<file path="config.mk">
export PLATFORM = sky130hd
export DESIGN_NAME = pib_cell
export DESIGN_NICKNAME = d
export VERILOG_FILES = /design/src/design/pib_pkg.sv /design/src/design/pib_cell.sv
export SDC_FILE = /design/constraint.sdc
export NUM_CORES = 1
export LEC_CHECK = 0
export BUFFER_PORTS_ARGS = -buffer_cell sky130_fd_sc_hd__buf_4
export CORE_MARGIN = 2
export CORE_UTILIZATION = 40
export DETAILED_ROUTE_END_ITERATION = 6
export PLACE_DENSITY = 0.67
export RECOVER_POWER = 100
export SYNTH_ARGS = -nofsm -noshare
export SYNTH_HDL_FRONTEND = slang
export SYNTH_SLANG_ARGS = --single-unit
</file>
<file path="constraint.sdc">
create_clock -name clk -period 3 [get_ports clk]
set_input_delay 0.45 -clock clk [delete_from_list [all_inputs] [get_ports clk]]
set_output_delay 0.45 -clock clk [all_outputs]
set_load 0.03 [all_outputs]
</file>
<file path="src/design/pib_pkg.sv">
`timescale 1ns / 1ps
`default_nettype none

package pib_pkg;

  // Number of palette slots, one cell of the chain per slot.
  localparam int PALETTE_SIZE = 256;

  localparam int IDX_W = (PALETTE_SIZE > 2) ? $clog2(PALETTE_SIZE) : 1;
  localparam int CNT_W = $clog2(PALETTE_SIZE + 1);

  // Widths used to extend before masking down to the result fields.
  localparam int IDX_EXT_W = (IDX_W > 8) ? IDX_W : 8;
  localparam int CNT_EXT_W = (CNT_W > 9) ? CNT_W : 9;

  // One pixel as it travels down the chain of cells.
  typedef struct packed {
    logic             valid;
    logic             soi;
    logic [31:0]      color;
    logic             found;
    logic             added;
    logic [IDX_W-1:0] index;
  } token_t;

endpackage

`default_nettype wire

</file>
<file path="src/design/pib_cell.sv">
`timescale 1ns / 1ps
`default_nettype none

// One palette slot. It compares the passing pixel with its entry, or claims
// the pixel's colour when it is the first free slot, then hands the pixel on.
module pib_cell import pib_pkg::*; (
  input  logic             clk,
  input  logic             rst,
  input  logic             advance,
  input  logic [IDX_W-1:0] cell_index,
  input  token_t           tok_in,
  output token_t           tok_out
);

  logic        used;
  logic [31:0] entry;
  logic        used_eff;
  logic        used_next;
  logic        store;
  token_t      tok_next;

  always_comb begin
    // A start of image empties this slot before the pixel looks at it.
    used_eff  = used & ~(tok_in.valid & tok_in.soi);
    used_next = used_eff;
    store     = 1'b0;
    tok_next  = tok_in;
    if (tok_in.valid && !tok_in.found) begin
      if (used_eff) begin
        if (entry == tok_in.color) begin
          tok_next.found = 1'b1;
          tok_next.index = cell_index;
        end
      end else begin
        store          = 1'b1;
        used_next      = 1'b1;
        tok_next.found = 1'b1;
        tok_next.added = 1'b1;
        tok_next.index = cell_index;
      end
    end
  end

  always_ff @(posedge clk) begin
    if (rst) begin
      used          <= 1'b0;
      tok_out.valid <= 1'b0;
    end else if (advance) begin
      used    <= used_next;
      tok_out <= tok_next;
    end
  end

  always_ff @(posedge clk) begin
    if (advance && store) begin
      entry <= tok_in.color;
    end
  end

endmodule

`default_nettype wire

</file>
==> flow_metrics.py <==
metrics = {
    "outcome": {
        "status": "complete, no violations",
    },
    "clock_tree": {
        "cts.sinks": 77,
        "cts.repair.resized": 0,
        "cts_buffer_depth": 2,
        "post-cts-setup-buffers": 0,
        "ctsHoldBuffers": 0,
        "root_buffer": "clkbuf_8",
        "cts_tree": "done",
        "clock_latency_ns": 0.33,
        "htreeDepth": 3,
        "cts_inserted_buffers": 9,
        "clk_pin_slew_ns": 0.08,
    },
    "routing": {
        "wirelength_microns": 5157,
        "ant_nets": 0,
        "drt_iter0_drc": 68,
        "wl_per_cell_microns": 14.53,
        "drt-vias-per-instance": 4.544,
        "dr.pass1.iters": 4,
        "vias": 1613,
        "drc": 0,
    },
    "power": {
        "intPower_mw": 1.700,
        "switching_share_pct": 24.35,
        "vdd_drop_max_mv": 0.3751,
        "power_density_nw_per_um2": 624.9,
        "power_frac_seq_pct": 55.8,
        "p_switching_mw": 0.5473,
        "clock_power_share_pct": 34.1,
        "pwr-share-comb_pct": 10.1,
        "p_leak_nw": 1.156,
    },
    "synth": {
        "postSynthCellCount": 143,
        "synth_common_cells": "edfxtp_1 (75), xnor2_1 (31), mux2_2 (8), nand4_1 (7), a21oi_1 (3)",
        "ys_ff_latch": 77,
        "synth.area.top_cells": "edfxtp_1 (79%), xnor2_1 (9.6%), mux2_2 (3.2%)",
        "yosysMostFrequentCell": "edfxtp_1",
        "yosys_warnings": 0,
        "synthArstFlopShare_pct": 0,
        "ys.flop_type": "edfxtp_1",
        "synth_top_area_share_pct": 79.37,
        "synth_top_cell_by_area": "edfxtp_1",
        "synth-seq-area-share_pct": 80.78,
        "syn_area_sq_um": 2838,
        "synth_cell_types": 19,
        "synth_edf_count": 75,
        "avgSynthCellArea_sq_um": 19.84,
        "syn_nets": 198,
    },
    "die": {
        "fp.dieW_microns": 88.23,
        "dieArea_sq_um": 7784,
        "io_pins": 99,
        "fp.dieH_microns": 88.23,
        "initial_core_util_pct": 41.54,
        "coreArea_sq_um": 6832,
        "row_count": 30,
    },
    "setup_path": {
        "endpoint": "tok_out[8]$_DFFE_PP_",
        "required_ns": 2.95,
        "crit_fanout": 23,
        "r2r-start": "entry[31]$_DFFE_PP_",
        "start_kind": "input pin",
        "cp.arrival_ns": 2.19,
        "rrSetupSlack_ns": 0.87,
        "reg2reg_to": "tok_out[7]$_DFFE_PP_",
        "startpoint": "advance",
        "path_class": "in -> reg",
        "endpoint_kind": "flip-flop",
        "reg2regPathDepth": 5,
    },
    "finish": {
        "area_delta_synth_final_pct": 26.76,
        "antenna_cells": 0,
        "drive_above_1_share_pct": 17.76,
        "design_area_sq_um": 3597,
        "fin_util_pct": 52.66,
        "nets": 309,
        "filler_cell_count": 653,
    },
    "global_route": {
        "grt_pass1_vias": 1606,
        "grtUsageTotal_pct": 13.64,
        "antenna_found_initial": 0,
        "grt_pass1_wl_microns": 7817,
        "gr-total-overflow": 0,
        "grt_max_degree": 33,
    },
    "job": {
        "cap_viol_max_count": 0,
    },
    "timing": {
        "min_period_ns": 2.242,
        "relSlewSlack_pct": 16.59,
        "fin_skew_ns": 0.006589,
        "setup_tns_ns": 0,
        "max_freq_mhz": 446.0,
        "worst_slew_pin_slew_ns": 1.251,
        "drv_slew": 0,
        "period_share_pct": 74.74,
        "rsz0062_at_grt": "no",
        "timing_hold_violations_final": 0,
        "setup_viol": 0,
    },
    "hold_path": {
        "worstHoldPathType": "in -> reg",
    },
    "placed_design": {
        "gp_congestion": 0.7262,
        "hpwl_microns": 3698,
        "place_area_sq_um": 3729,
        "io_buffers": 98,
    },
}
==> layout by cell type, fill, tap and decap left out, drive strengths merged <==
cell and n:
clkbuf 90, edfxtp 75, xnor2 31, buf 19
mux2 8, nand4 7, a21oi 3, clkinv 3
nand2b 2, nor3 2, nand3 2, nor2 2
clkinvlp 2, dfxtp 2, inv 2, or2 1
nor4 1, xor2 1, a31oi 1, and2 1
nor2b 1, or2b 1, nand2 1, bufinv 1
==> area by class of cell <==
type | instances | area (sq um) | share of cell area, %
Timing Repair Buffer | 100 | 447.9 | 12.45
Tap cell | 96 | 120.1 | 3.339
Clock buffer | 9 | 123.9 | 3.443
Inverter | 1 | 3.754 | 0.1043
Clock inverter | 7 | 75.07 | 2.087
Multi-Input combinational cell | 65 | 534.3 | 14.85
Sequential cell | 77 | 2292 | 63.72
==> cell families (layout without fill, tap and decap cells) <==
family          Yosys count  count (layout)  synth area share [%]
compound gates            4               4                 1.278
xor+xnor                 32              32                 9.877
buf+inv                   1             117                0.1321
flops                    77              77                 80.78
mux                       8               8                 3.175
simple gates             21              21                 4.762
==> power groups by stage <==
stage | Sequential (mW) | Combinational, mW | Clock (mW)
after global placement | 1.28 | 0.281 | 0
after CTS | 1.25 | 0.285 | 0.787
after floorplan | 1.36 | 0.0613 | 0
after global routing | 1.26 | 0.245 | 0.842
final | 1.25 | 0.227 | 0.768
after detailed placement | 1.28 | 0.285 | 0
==> metrics by stage <==
stage | power (mW) | std cells | setup slack, ns | hold WS, ns
finish | 2.248 | 355 | 0.7577 | 0.3024
global route | 2.346 | 355 | 0.5417 | 0.2900
CTS | 2.327 | 355 | 1.096 | 0.2895
detailed placement | 1.564 | 339 | 0.9030 | 0.4652
global placement | 1.559 | 339 | 0.9419 | 0.4613
floorplan | 1.418 | 143 | 0.1639 | 0.4547
==> sequential cells by signal (all words and copies together), names as in the netlist <==
register	cells
used	1
entry	32
tok_out	44
==> worst min-delay path by stage <==
stage	depth (start not counted)	endpoint	from
3_5_place_dp	2	tok_out[43]$_SDFFE_PP0P_	tok_out[43]$_SDFFE_PP0P_
2_1_floorplan	2	used$_SDFFE_PP0P_	used$_SDFFE_PP0P_
4_1_cts	2	tok_out[43]$_SDFFE_PP0P_	rst
6_report	2	tok_out[43]$_SDFFE_PP0P_	rst
5_1_grt	2	used$_SDFFE_PP0P_	rst
3_3_place_gp	2	tok_out[43]$_SDFFE_PP0P_	tok_out[43]$_SDFFE_PP0P_
==> layer usage <==
layer	up-vias	part of all wire (%)	global-route usage, %
met5	-	0	0
met4	0	1.1	4.959
met1	756	45	18.19
li1	768	-	-
met3	9	8.8	5.224
met2	80	45	20.57
==> critical path, cell delays in order <==
cell      delay, ns
clkbuf_1       0.17
nor2b_4        0.58
clkbuf_1       0.98
Power figures use the tool's default switching activity.
