**src/design/pib_pkg.sv**
```systemverilog
`timescale 1ns / 1ps
`default_nettype none

package pib_pkg;

  // Number of palette slots, one cell of the chain per slot.
  localparam int PALETTE_SIZE = 256;

  localparam int IDX_W = (PALETTE_SIZE > 2) ? $clog2(PALETTE_SIZE) : 1;
  localparam int CNT_W = $clog2(PALETTE_SIZE + 1);

  // Widths used to extend before masking down to the result fields.
  localparam int IDX_EXT_W = (IDX_W > 8) ? IDX_W : 8;
  localparam int CNT_EXT_W = (CNT_W > 9) ? CNT_W : 9;

  // One pixel as it travels down the chain of cells.
  typedef struct packed {
    logic             valid;
    logic             soi;
    logic [31:0]      color;
    logic             found;
    logic             added;
    logic [IDX_W-1:0] index;
  } token_t;

endpackage

`default_nettype wire

```
**src/design/pib_tail.sv**
```systemverilog
`timescale 1ns / 1ps
`default_nettype none

// End of the chain: keeps the colour count and the sticky overflow flag and
// holds the result register.
module pib_tail import pib_pkg::*; (
  input  logic             clk,
  input  logic             rst,
  input  logic             advance,
  input  token_t           tok_in,
  output logic             out_valid,
  output logic [7:0]       color_index,
  output logic             new_color,
  output logic             overflow,
  output logic [8:0]       colors_used,
  output logic [CNT_W-1:0] entries
);

  logic             ovf_seen;
  logic [CNT_W-1:0] count_base;
  logic [CNT_W-1:0] count_next;
  logic             ovf_next;
  logic [IDX_W-1:0] index_sel;

  always_comb begin
    count_base = tok_in.soi ? '0 : entries;
    count_next = count_base + CNT_W'(tok_in.added);
    ovf_next   = (ovf_seen & ~tok_in.soi) | ~tok_in.found;
    index_sel  = tok_in.found ? tok_in.index : '0;
  end

  always_ff @(posedge clk) begin
    if (rst) begin
      entries   <= '0;
      ovf_seen  <= 1'b0;
      out_valid <= 1'b0;
    end else if (advance) begin
      out_valid <= tok_in.valid;
      if (tok_in.valid) begin
        entries  <= count_next;
        ovf_seen <= ovf_next;
      end
    end
  end

  always_ff @(posedge clk) begin
    if (advance && tok_in.valid) begin
      color_index <= IDX_EXT_W'(index_sel) & IDX_EXT_W'(8'hFF);
      new_color   <= tok_in.added;
      overflow    <= ovf_next;
      colors_used <= 9'(CNT_EXT_W'(count_next));
    end
  end

endmodule

`default_nettype wire

```
**config.mk**
```make
export PLATFORM = sky130hd
export DESIGN_NAME = pib_tail
export DESIGN_NICKNAME = d
export VERILOG_FILES = /design/src/design/pib_pkg.sv /design/src/design/pib_tail.sv
export SDC_FILE = /design/constraint.sdc
export NUM_CORES = 1
export LEC_CHECK = 0
export CAP_MARGIN = 5
export CORE_AREA = 2 2 69 71
export CTS_CLUSTER_SIZE = 28
export DETAILED_ROUTE_END_ITERATION = 12
export DIE_AREA = 0 0 71 73
export DONT_BUFFER_PORTS = 1
export PLACE_DENSITY = 0.49
export REMOVE_ABC_BUFFERS = 1
export SYNTH_ARGS = -nofsm -noshare
export SYNTH_HDL_FRONTEND = slang
export SYNTH_SLANG_ARGS = --single-unit
export TNS_END_PERCENT = 5
```
**constraint.sdc**
```tcl
create_clock -name clk -period 1.9 [get_ports clk]
set_input_delay 0 -clock clk [delete_from_list [all_inputs] [get_ports clk]]
set_output_delay 0 -clock clk [all_outputs]
set_load 0.005 [all_outputs]
```
==> impl_results.md, run 1 <==
- Outcome: complete, no violations
- Post-synth EDFFs: 19
- Net Switching: ~0.00027 W
- # nets final: 180
- Final setup skew: 0.00877 ns
- Max-cap violations: 0
- Relative slew margins: 68.2%
- Effective utilization at floorplan: 28.6%
- YS warnings: 0
- Clock Sinks: 30
- Initial antenna violation count: 0
- Post-CTS Setup Repair Bufs: 0
- Fillers: about 460
- # DRC: 0
- Crit start category: flip-flop
- # setup viols final: 0
- Internal power: ~0.001 W
- Clock slew at reported path FFs: 0.06 ns
- Core area: about 0.0045 mm^2
- Total number of vias: 926
- Drt first pass iters: 4
- Mean Syn Cell Area: between 10 and 15 um^2
- TritonCTS clock tree: yes
- Num CTS Buffers: 5
- Area delta synth->final: 21.8%
- Die area: 0.00518 mm^2
- Reg2Reg Launch Point: entries[0]$_SDFFE_PP0P_
- Kind of critical path: reg -> reg
- Htree depth: 2
- Placed Instances: 165
- Pwr Total: about 0.0013 W
- Finished Layout Cells: 186
- Die Wd: 71 um
- Worst-skew pair later-pin latency: 0.28 ns
- Worst slew pin tran: around 0.47 ns
- Register area: 791 um^2
- Final worst-path cycle share: between 90% and 100%
- Fmax: 0.568 GHz
- Setup TNS: 0 ns
- Post-Syn Area: between 0.001 and 0.0015 mm^2
- Multi-input logic area: 472 um^2
- First-pass GRT wire length: about 4600 um
- GRT Residual Overflow: 0
- Power per cell area: 817 mW/mm^2
- Worst setup startpoint: entries[0]$_SDFFE_PP0P_
- Final Hold Vio Count: 0
- Final core occ: 34.8%
- Part of the power in the clock network: 37.3%
- Initial DRC Count: 38
- #FFs+latches synth: 30
- Arr. time, crit path: 1.97 ns
- Vias in the first global route: 948
- Clock Path Buffers: 2
- DR vias/cell: 4.98
- Worst hold path class: in -> reg
- Distinct cells, synth: 30
- Top Ports: 76
- RSZ-0062 raised after global routing: no
- Post-Synthesis Cells: 112
- Share of layout cells above drive strength 1: under 10%
- CP Data Required Time: 2.11 ns
- Total global-route track usage: 11.7%
- Maximum fanout along the worst path: 15
- Post-synthesis sequential area ratio: 61.1%
- Worst Hold Launch: advance
- Site Rows: 25
- Port Buffers: 0
- CP Capture Type: flip-flop
- Routed WL: 2740 um
- DPL Wire Length: between 1500 and 2000 um
- Fin. max-slew vios: 0
- WL/cell: 14.7 um
- ANT cells: 0
- CTS Root Cell: clkbuf_8
- Asr flop ratio synth: 0%
- Switching part of the total: between 20% and 30%
- Sequential power share: 57.2%
- Routability congestion estimate: around 0.75
- Tmin final: about 1.8 ns
- Leak Pwr: 0.521 nW
- Gate power share: approximately 5.5%
- Detail Route Antenna Nets: 0
- Peak VDD IR: 0.335 mV
- Largest net degree at the start of global routing: 23
- Die Y: 73 um
- Ys flop type: edfxtp_1
==> cell usage in the layout, fill, tap and decap left out, drive strengths merged <==
cell,Yosys,final
a2111o,1,1
a21oi,9,9
a311oi,1,1
a31oi,3,3
and2,8,8
buf,3,3
clkbuf,1,8
dfxtp,11,11
dlygate4sd3,0,13
edfxtp,19,19
ha,2,2
inv,4,4
nand2,10,10
nand2b,3,3
nand3,3,3
nand3b,3,3
nand4,2,2
nor2,4,4
nor2b,1,1
o211a,1,1
o211ai,1,1
o21ai,4,4
o311ai,3,3
o31ai,1,1
o41ai,1,1
or3,4,4
or4,5,5
xnor2,2,2
xor2,2,2
==> power groups by stage <==
stage          Sequential, W  Clock (W)  Combinational [W]
6_report            0.000737   0.000480          0.0000712
2_1_floorplan       0.000747          0          0.0000317
3_5_place_dp        0.000752          0          0.0000416
4_1_cts             0.000738   0.000499          0.0000720
5_1_grt             0.000741   0.000528          0.0000809
3_3_place_gp        0.000751          0          0.0000404
==> registers in the layout, summed over array words and instances, names as in the netlist <==
name / cells
overflow: 1
color_index: 8
colors_used: 9
entries: 9
new_color: 1
ovf_seen: 1
out_valid: 1
==> metal layers <==
layer / global-route usage [%] / share of wire [%]
met3: 5.80 / 7.8
met1: 13.4 / 43
met2: 18.3 / 48
met4: 5.87 / 1.9
met5: 0 / 0
==> critical path, stage by stage, from the launching register on <==
cell,delay [ns]
dfxtp_1,0.37
nor2b_4,0.17
ha_1,0.18
nand4_1,0.11
buf_4,0.20
or4_1,0.50
a31oi_1,0.16
==> area by class of cell <==
type / instances / share of cell area [%]
Clock buffer: 8 / 5.08
Inverter: 4 / 0.952
Timing Repair Buffer: 16 / 9.67
Multi-Input combinational cell: 74 / 29.9
Tap cell: 54 / 4.28
Sequential cell: 30 / 50.1
==> path summary, 6_finish.rpt <==
path	endpoint	slack [ns]	cells after the start
worst max-delay path	entries[8]$_SDFFE_PP0P_	0.14	6
worst min-delay path	entries[7]$_SDFFE_PP0P_	0.008	3
worst max register to register	entries[8]$_SDFFE_PP0P_	0.14	6
worst min register to register	entries[0]$_SDFFE_PP0P_	0.49	2
==> repair_timing <==
| action | 4_1_cts | 5_1_grt |
|---|---|---|
| endpoints found under the setup margin | 0 | 5 |
| gates resized for setup | 0 | 3 |
| endpoints found under the hold margin | 28 | 0 |
| hold buffers | 13 | 0 |
==> metrics by stage <==
step | cell area (um^2) | hold slack, ns | worst slack (ns)
5_1_grt | 1580 | 0.00699 | 0.0327
2_1_floorplan | 1270 | 0.0691 | 0.0990
6_report | 1580 | 0.00801 | 0.139
4_1_cts | 1570 | 0.00311 | 0.0598
3_3_place_gp | 1360 | 0.0718 | 0.158
3_5_place_dp | 1360 | 0.0726 | 0.0726
==> cells by family after synthesis <==
group	Yosys count	synth area share, %
and+or+nand+nor	43	18.6
DFF	30	61.1
xor gates and xnor gates	4	2.71
adders and majority gates	2	1.93
buffers and inverters	8	3.09
AOI/OAI and AO/OA	25	12.7
==> cells in the mapped netlist (2+ instances only) <==
master,number,area [um^2]
a21oi_1,9,45.0
a31oi_1,3,18.8
and2_1,8,50.1
buf_2,2,10.0
dfxtp_1,11,220
edfxtp_1,19,571
ha_1,2,25.0
inv_1,4,15.0
nand2_1,10,37.5
nand2b_1,3,18.8
nand3_1,3,15.0
nand3b_1,3,22.5
nand4_1,2,12.5
nor2_1,4,15.0
o21ai_0,4,20.0
o311ai_1,2,17.5
or3_1,4,25.0
or4_1,5,37.5
xnor2_1,2,17.5
xor2_1,2,17.5
Note: power is estimated with default switching activity, not from simulation.
==> run 2: changes to the inputs <==
Settings changed: CORE_AREA 2 2 69 71 to 2 2 50 52, DIE_AREA 0 0 71 73 to 0 0 52 54, PLACE_DENSITY 0.49 to 0.79.
==> run 2 against run 1 <==
Sequential share of layout area is 1.4 points higher. Global-route usage up 8.7 points. Final area is 2.7% lower. Largest power group unchanged. Sequential cell count stayed put. Final cell count is 12% lower. Critical path depth unchanged. Power down 10%. Combinational power grew 7.7%.
==> impl_results.md, run 2 (same netlist as run 1, synthesis figures left out) <==
- Die Y: 54 um (was 73 um)
- Clock slew at reported path FFs: 0.09 ns (was 0.06 ns)
- GRT Residual Overflow: 0 (unchanged)
- DR vias/cell: 5.88 (was 4.98)
- Arr. time, crit path: 2.03 ns (was 1.97 ns)
- Fmax: 0.561 GHz (was 0.568 GHz)
- Clock Sinks: 30 (unchanged)
- Placed Instances: 141 (was 165)
- Leak Pwr: 0.512 nW (was 0.521 nW)
- Outcome: complete, no violations (unchanged)
- Final Hold Vio Count: 0 (unchanged)
- Commonest non-fill, non-tap cell in the layout: edfxtp_1 (unchanged)
- Final Cell Area: 0.00154 mm^2 (was 0.00158 mm^2)
- Finished Layout Cells: 163 (was 186)
- Routability congestion estimate: 0.742 (was 0.746)
- Peak VDD IR: 0.604 mV (was 0.335 mV)
- Detail Route Antenna Nets: 0 (unchanged)
- Routed WL: 2570 um (was 2740 um)
- Worst slew pin tran: 0.454 ns (was 0.475 ns)
- CP Data Required Time: 2.15 ns (was 2.11 ns)
- Initial antenna violation count: 0 (unchanged)
- Fin. max-slew vios: 0 (unchanged)
- Post-CTS Setup Repair Bufs: 0 (unchanged)
- Total number of vias: 959 (was 926)
- Drt first pass iters: 4 (unchanged)
- Effective utilization at floorplan: 55.8% (was 28.6%)
- Tmin final: 1.78 ns (was 1.76 ns)
- Worst Hold Launch: tok_in[42] (was advance)
- Initial DRC Count: 13 (was 38)
- Reg2Reg Launch Point: entries[0]$_SDFFE_PP0P_ (unchanged)
- Htree depth: 2 (unchanged)
- RSZ-0062 raised after global routing: no (unchanged)
- Die area: 0.00281 mm^2 (was 0.00518 mm^2)
- # setup viols final: 0 (unchanged)
- Buf/Inv on CP: 1 (unchanged)
- # nets final: 181 (was 180)
- # DRC: 0 (unchanged)
- Area after DPL: 0.00133 mm^2 (was 0.00136 mm^2)
- CP Cell Sequence: nor2b_4 -> ha_2 -> nand4_1 -> buf_4 -> or4_1 -> a31oi_1 (was nor2b_4 -> ha_1 -> nand4_1 -> buf_4 -> or4_1 -> a31oi_1)
- Num CTS Buffers: 5 (unchanged)
- Die Wd: 52 um (was 71 um)
- Worst setup startpoint: entries[0]$_SDFFE_PP0P_ (unchanged)
- Share of layout cells above drive strength 1: 9.02% (was 6.82%)
- CTS Root Cell: clkbuf_4 (was clkbuf_8)
- Crit start category: flip-flop (unchanged)
- Worst-skew pair later-pin latency: 0.32 ns (was 0.28 ns)
- Total global-route track usage: 20.4% (was 11.7%)
- Top Ports: 76 (unchanged)
- Max stage delay cell, worst path: or4_1 (unchanged)
- Core area: 0.00232 mm^2 (was 0.00454 mm^2)
- Final setup skew: 0.00274 ns (was 0.00877 ns)
- Hold_ws: 0.0275 ns (was 0.00801 ns)
- Relative slew margins: 69.6% (was 68.2%)
- Clock Path Buffers: 2 (unchanged)
- Area delta synth->final: 18.6% (was 21.8%)
- Port Buffers: 0 (unchanged)
- WL/cell: 15.7 um (was 14.7 um)
- Top flop regs: colors_used x9, entries x9, color_index x8 (unchanged)
- Setup TNS: 0 ns (unchanged)
- Maximum fanout along the worst path: 15 (unchanged)
- Final core occ: 66.2% (was 34.8%)
- TritonCTS clock tree: yes (unchanged)
- Power per cell area: 753 mW/mm^2 (was 817 mW/mm^2)
- Max-cap violations: 0 (unchanged)
- Commonest non-fill, non-tap cells in the layout: edfxtp_1, dlygate4sd3_1, dfxtp_1, nand2_1, a21oi_1 (unchanged)
- Largest net degree at the start of global routing: 16 (was 23)
- CP Capture Type: flip-flop (unchanged)
- ANT cells: 0 (unchanged)
- Vias in the first global route: 932 (was 948)
- Final worst-path cycle share: 93.8% (was 92.7%)
- Crit path largest cell delay: 0.51 ns (was 0.50 ns)
- DPL Wire Length: 1700 um (was 1850 um)
- Site Rows: 18 (was 25)
- Family with the most delay on the worst path: simple AND/OR/NAND/NOR gates (unchanged)
- Worst hold path class: in -> reg (unchanged)
- First-pass GRT wire length: 4060 um (was 4590 um)
- Kind of critical path: reg -> reg (unchanged)
[run 2: changes by cell type in the layout (fill, tap and decap cells not counted), sizes merged]
cell	change
clkinv	+2
clkbuf	-2
dlygate4sd3	+1
[run 2: area by class of cell]
cell class	count	area [um^2]
Clock inverter	2	8.76
Fill cell	183	785
Timing Repair Buffer	17	163
Clock buffer	6	41.3
Inverter	4	15.0
Sequential cell	30	791
Tap cell	30	37.5
Multi-Input combinational cell	74	479
[run 2: path summary, 6_finish.rpt]
check | to | slack (ns) | depth (start not counted)
setup reg to reg | entries[8]$_SDFFE_PP0P_ | 0.12 | 6
hold / removal | colors_used[1]$_DFFE_PP_ | 0.03 | 2
setup / recovery | entries[8]$_SDFFE_PP0P_ | 0.12 | 6
hold reg to reg | entries[0]$_SDFFE_PP0P_ | 0.50 | 2
[run 2: metal layers]
| metal | global-route usage (%) | up-vias | wire [um] |
|---|---|---|---|
| li1 | - | 465 | - |
| met1 | 23.3 | 453 | 1070 |
| met2 | 33.8 | 36 | 1290 |
| met3 | 7.22 | 5 | 166 |
| met4 | 11.0 | 0 | 43 |
| met5 | 0 | - | 0 |
[run 2: worst register-to-register path, stage by stage (launching register included)]
cell and delay, ns:
dfxtp_1 0.38, nor2b_4 0.17, ha_2 0.19, nand4_1 0.10, buf_4 0.20, or4_1 0.51, a31oi_1 0.16
[run 2: what timing repair did]
item,in CTS,in global routing
resized for setup,0,5
hold buffers,14,0
endpoints found under the setup margin,0,7
endpoints found under the hold margin,28,0
[run 2: report_power, final]
| group | internal [W] | switching, W |
|---|---|---|
| Combinational | 0.0000375 | 0.0000391 |
| Sequential | 0.000721 | 0.0000152 |
| Clock | 0.000139 | 0.000205 |
| Total | 0.000897 | 0.000260 |
[run 2: stage by stage]
step                power, W  worst slack (ns)
finish               0.00116             0.119
global route         0.00120            0.0101
CTS                  0.00117           0.00128
detailed placement  0.000794            0.0253
global placement    0.000790             0.149
floorplan           0.000779            0.0990
==> run 3: changes to the inputs <==
Settings changed: CORE_AREA 2 2 50 52 to 2 2 55 57, DIE_AREA 0 0 52 54 to 0 0 57 59, PLACE_DENSITY 0.79 to 0.68.
==> run 3 against run 2 <==
Maximum frequency increased by 0.91%. Largest power group unchanged. Hold slack got worse by 0.011 ns. Die area increased by 20%. Sequential share of layout area decreased by 1.3 points. First-iteration DRC count increased by 85%. Final cell count increased by 1.8%.
==> impl_results.md, run 3 (same netlist as run 1, synthesis figures left out) <==
- Effective utilization at floorplan: 47.8% (was 55.8%)
- GR Layer Usage met3: 7.86% (was 7.22%)
- Worst Hold Launch: tok_in[43] (was tok_in[42])
- Initial antenna violation count: 0 (unchanged)
- ANT cells: 0 (unchanged)
- Max-cap violations: 0 (unchanged)
- Worst-skew pair later-pin latency: 0.33 ns (was 0.32 ns)
- DPL Wire Length: 1670 um (was 1700 um)
- Port Buffers: 0 (unchanged)
- Largest net degree at the start of global routing: 16 (unchanged)
- Commonest non-fill, non-tap cells in the layout: edfxtp_1, dlygate4sd3_1, dfxtp_1, nand2_1, a21oi_1 (unchanged)
- Total global-route track usage: 16.9% (was 20.4%)
- Final setup skew: 0.00995 ns (was 0.00274 ns)
- RSZ-0062 raised after global routing: no (unchanged)
- Site Rows: 19 (was 18)
- Total number of vias: 986 (was 959)
- Htree depth: 2 (unchanged)
- Reg2Reg Launch Point: entries[0]$_SDFFE_PP0P_ (unchanged)
- Final core occ: 58.1% (was 66.2%)
- Worst hold path class: in -> reg (unchanged)
- Finished Layout Cells: 166 (was 163)
- Hold path cells: 3 (was 2)
- Final Hold Vio Count: 0 (unchanged)
- TritonCTS clock tree: yes (unchanged)
- Worst R2R Setup Slack: 0.13 ns (was 0.12 ns)
- Die Wd: 57 um (was 52 um)
- Initial DRC Count: 24 (was 13)
- First-pass GRT wire length: 4220 um (was 4060 um)
- Die Y: 59 um (was 54 um)
- Crit Reg-Reg Endpoint: entries[8]$_SDFFE_PP0P_ (unchanged)
- # nets final: 183 (was 181)
- Met1 GRT Util: 18.3% (was 23.3%)
- Fillers: 239 (was 183)
- GRT Residual Overflow: 0 (unchanged)
- Fin. max-slew vios: 0 (unchanged)
- Clock slew at reported path FFs: 0.09 ns (about the same)
- DR vias/cell: 5.94 (was 5.88)
- Num CTS Buffers: 5 (unchanged)
- Setup TNS: 0 ns (unchanged)
- Area delta synth->final: 21.5% (was 18.6%)
- Peak VDD IR: 0.651 mV (was 0.604 mV)
- Commonest non-fill, non-tap cell in the layout: edfxtp_1 (unchanged)
- Worst slew pin tran: 0.459 ns (was 0.454 ns)
- Share of layout cells above drive strength 1: 8.15% (was 9.02%)
- WL/cell: 15.4 um (was 15.7 um)
- Worst r2r path cells: 6 (unchanged)
- Top Ports: 76 (unchanged)
- CP Capture Type: flip-flop (unchanged)
- CTS Root Cell: clkbuf_4 (unchanged)
- Core area: 0.00271 mm^2 (was 0.00232 mm^2)
- CP Data Required Time: 2.15 ns (about the same)
- Die area: 0.00336 mm^2 (was 0.00281 mm^2)
- Most Used Layer, Global Route: met2 (unchanged)
- Power per cell area: 823 mW/mm^2 (was 753 mW/mm^2)
- Hold endpoint: entries[6]$_SDFFE_PP0P_ (was colors_used[1]$_DFFE_PP_)
- Hold_ws: 0.0164 ns (was 0.0275 ns)
- Crit start category: flip-flop (unchanged)
- Maximum fanout along the worst path: 15 (unchanged)
- Clock Sinks: 30 (unchanged)
- Final worst-path cycle share: 92.9% (was 93.8%)
- # setup viols final: 0 (unchanged)
- Clock Path Buffers: 2 (unchanged)
- Leak Pwr: 0.532 nW (was 0.512 nW)
- Kind of critical path: reg -> reg (unchanged)
- # DRC: 0 (unchanged)
- Placed Instances: 142 (was 141)
- Met2 GRT Util: 28.2% (was 33.8%)
- Outcome: complete, no violations (unchanged)
- Drt first pass iters: 4 (unchanged)
- Routability congestion estimate: 0.726 (was 0.742)
- Detail Route Antenna Nets: 0 (unchanged)
- Top flop regs: colors_used x9, entries x9, color_index x8 (unchanged)
- Vias in the first global route: 924 (was 932)
- Tmin final: 1.77 ns (was 1.78 ns)
- Fmax: 0.566 GHz (was 0.561 GHz)
- Relative slew margins: 69.3% (was 69.6%)
- Arr. time, crit path: 2.01 ns (was 2.03 ns)
- Routed WL: 2560 um (was 2570 um)
run 3: final cells by class:
| type | count | area, um^2 | share of cell area [%] |
|---|---|---|---|
| sequential | 30 | 791 | 50.2 |
| clock buffer | 6 | 41.3 | 2.62 |
| multi-input combinational | 74 | 472 | 30.0 |
| timing repair buffer | 19 | 183 | 11.6 |
| tap | 31 | 38.8 | 2.46 |
| inverter | 4 | 15.0 | 0.954 |
| clock inverter | 2 | 33.8 | 2.15 |
run 3: worst max-delay path by stage:
| stage | endpoint | from | depth (start not counted) | slack [ns] |
|---|---|---|---|---|
| 6_report | entries[8]$_SDFFE_PP0P_ | entries[0]$_SDFFE_PP0P_ | 6 | 0.13 |
| 5_1_grt | entries[8]$_SDFFE_PP0P_ | entries[0]$_SDFFE_PP0P_ | 6 | 0.01 |
| 4_1_cts | colors_used[7]$_DFFE_PP_ | entries[0]$_SDFFE_PP0P_ | 5 | 0.05 |
| 3_5_place_dp | colors_used[7]$_DFFE_PP_ | entries[0]$_SDFFE_PP0P_ | 5 | 0.06 |
| 3_3_place_gp | colors_used[7]$_DFFE_PP_ | entries[0]$_SDFFE_PP0P_ | 5 | 0.14 |
| 2_1_floorplan | entries[8]$_SDFFE_PP0P_ | entries[0]$_SDFFE_PP0P_ | 5 | 0.1 |
run 3: timing repair:
| item | in CTS | in global routing |
|---|---|---|
| gates resized for setup | 0 | 3 |
| hold endpoints to repair | 28 | 0 |
| setup buffers | 0 | 0 |
| hold buffers | 16 | 0 |
| setup endpoints to repair | 0 | 3 |
run 3: power breakdown:
part,internal [W],total [W],switching (W),leakage (nW)
combinational,0.0000389,0.0000773,0.0000384,0.232
clock,0.000274,0.000482,0.000208,0.0399
sequential,0.000721,0.000736,0.0000151,0.260
total,0.00103,0.00129,0.000262,0.532
run 3: layer usage:
metal,share of wire [%],routed length [um],vias to the layer above
li1,-,-,469
met1,40,1020,467
met2,50,1270,42
met3,8.1,206,8
met5,0,0,-
met4,2.1,53,0
run 3: worst max-delay path, cell delays in order (launching register included):
cell,delay [ns]
dfxtp_1,0.37
nor2b_2,0.18
ha_1,0.18
nand4_1,0.10
buf_4,0.20
or4_1,0.50
a31oi_1,0.16
run 3: stage by stage:
step,total power [W],cell area (um^2),setup WS (ns)
floorplan,0.000779,1270,0.0990
global placement,0.000791,1330,0.141
CTS,0.00131,1570,0.0459
finish,0.00129,1570,0.135
global route,0.00135,1570,0.0104
detailed placement,0.000793,1330,0.0611
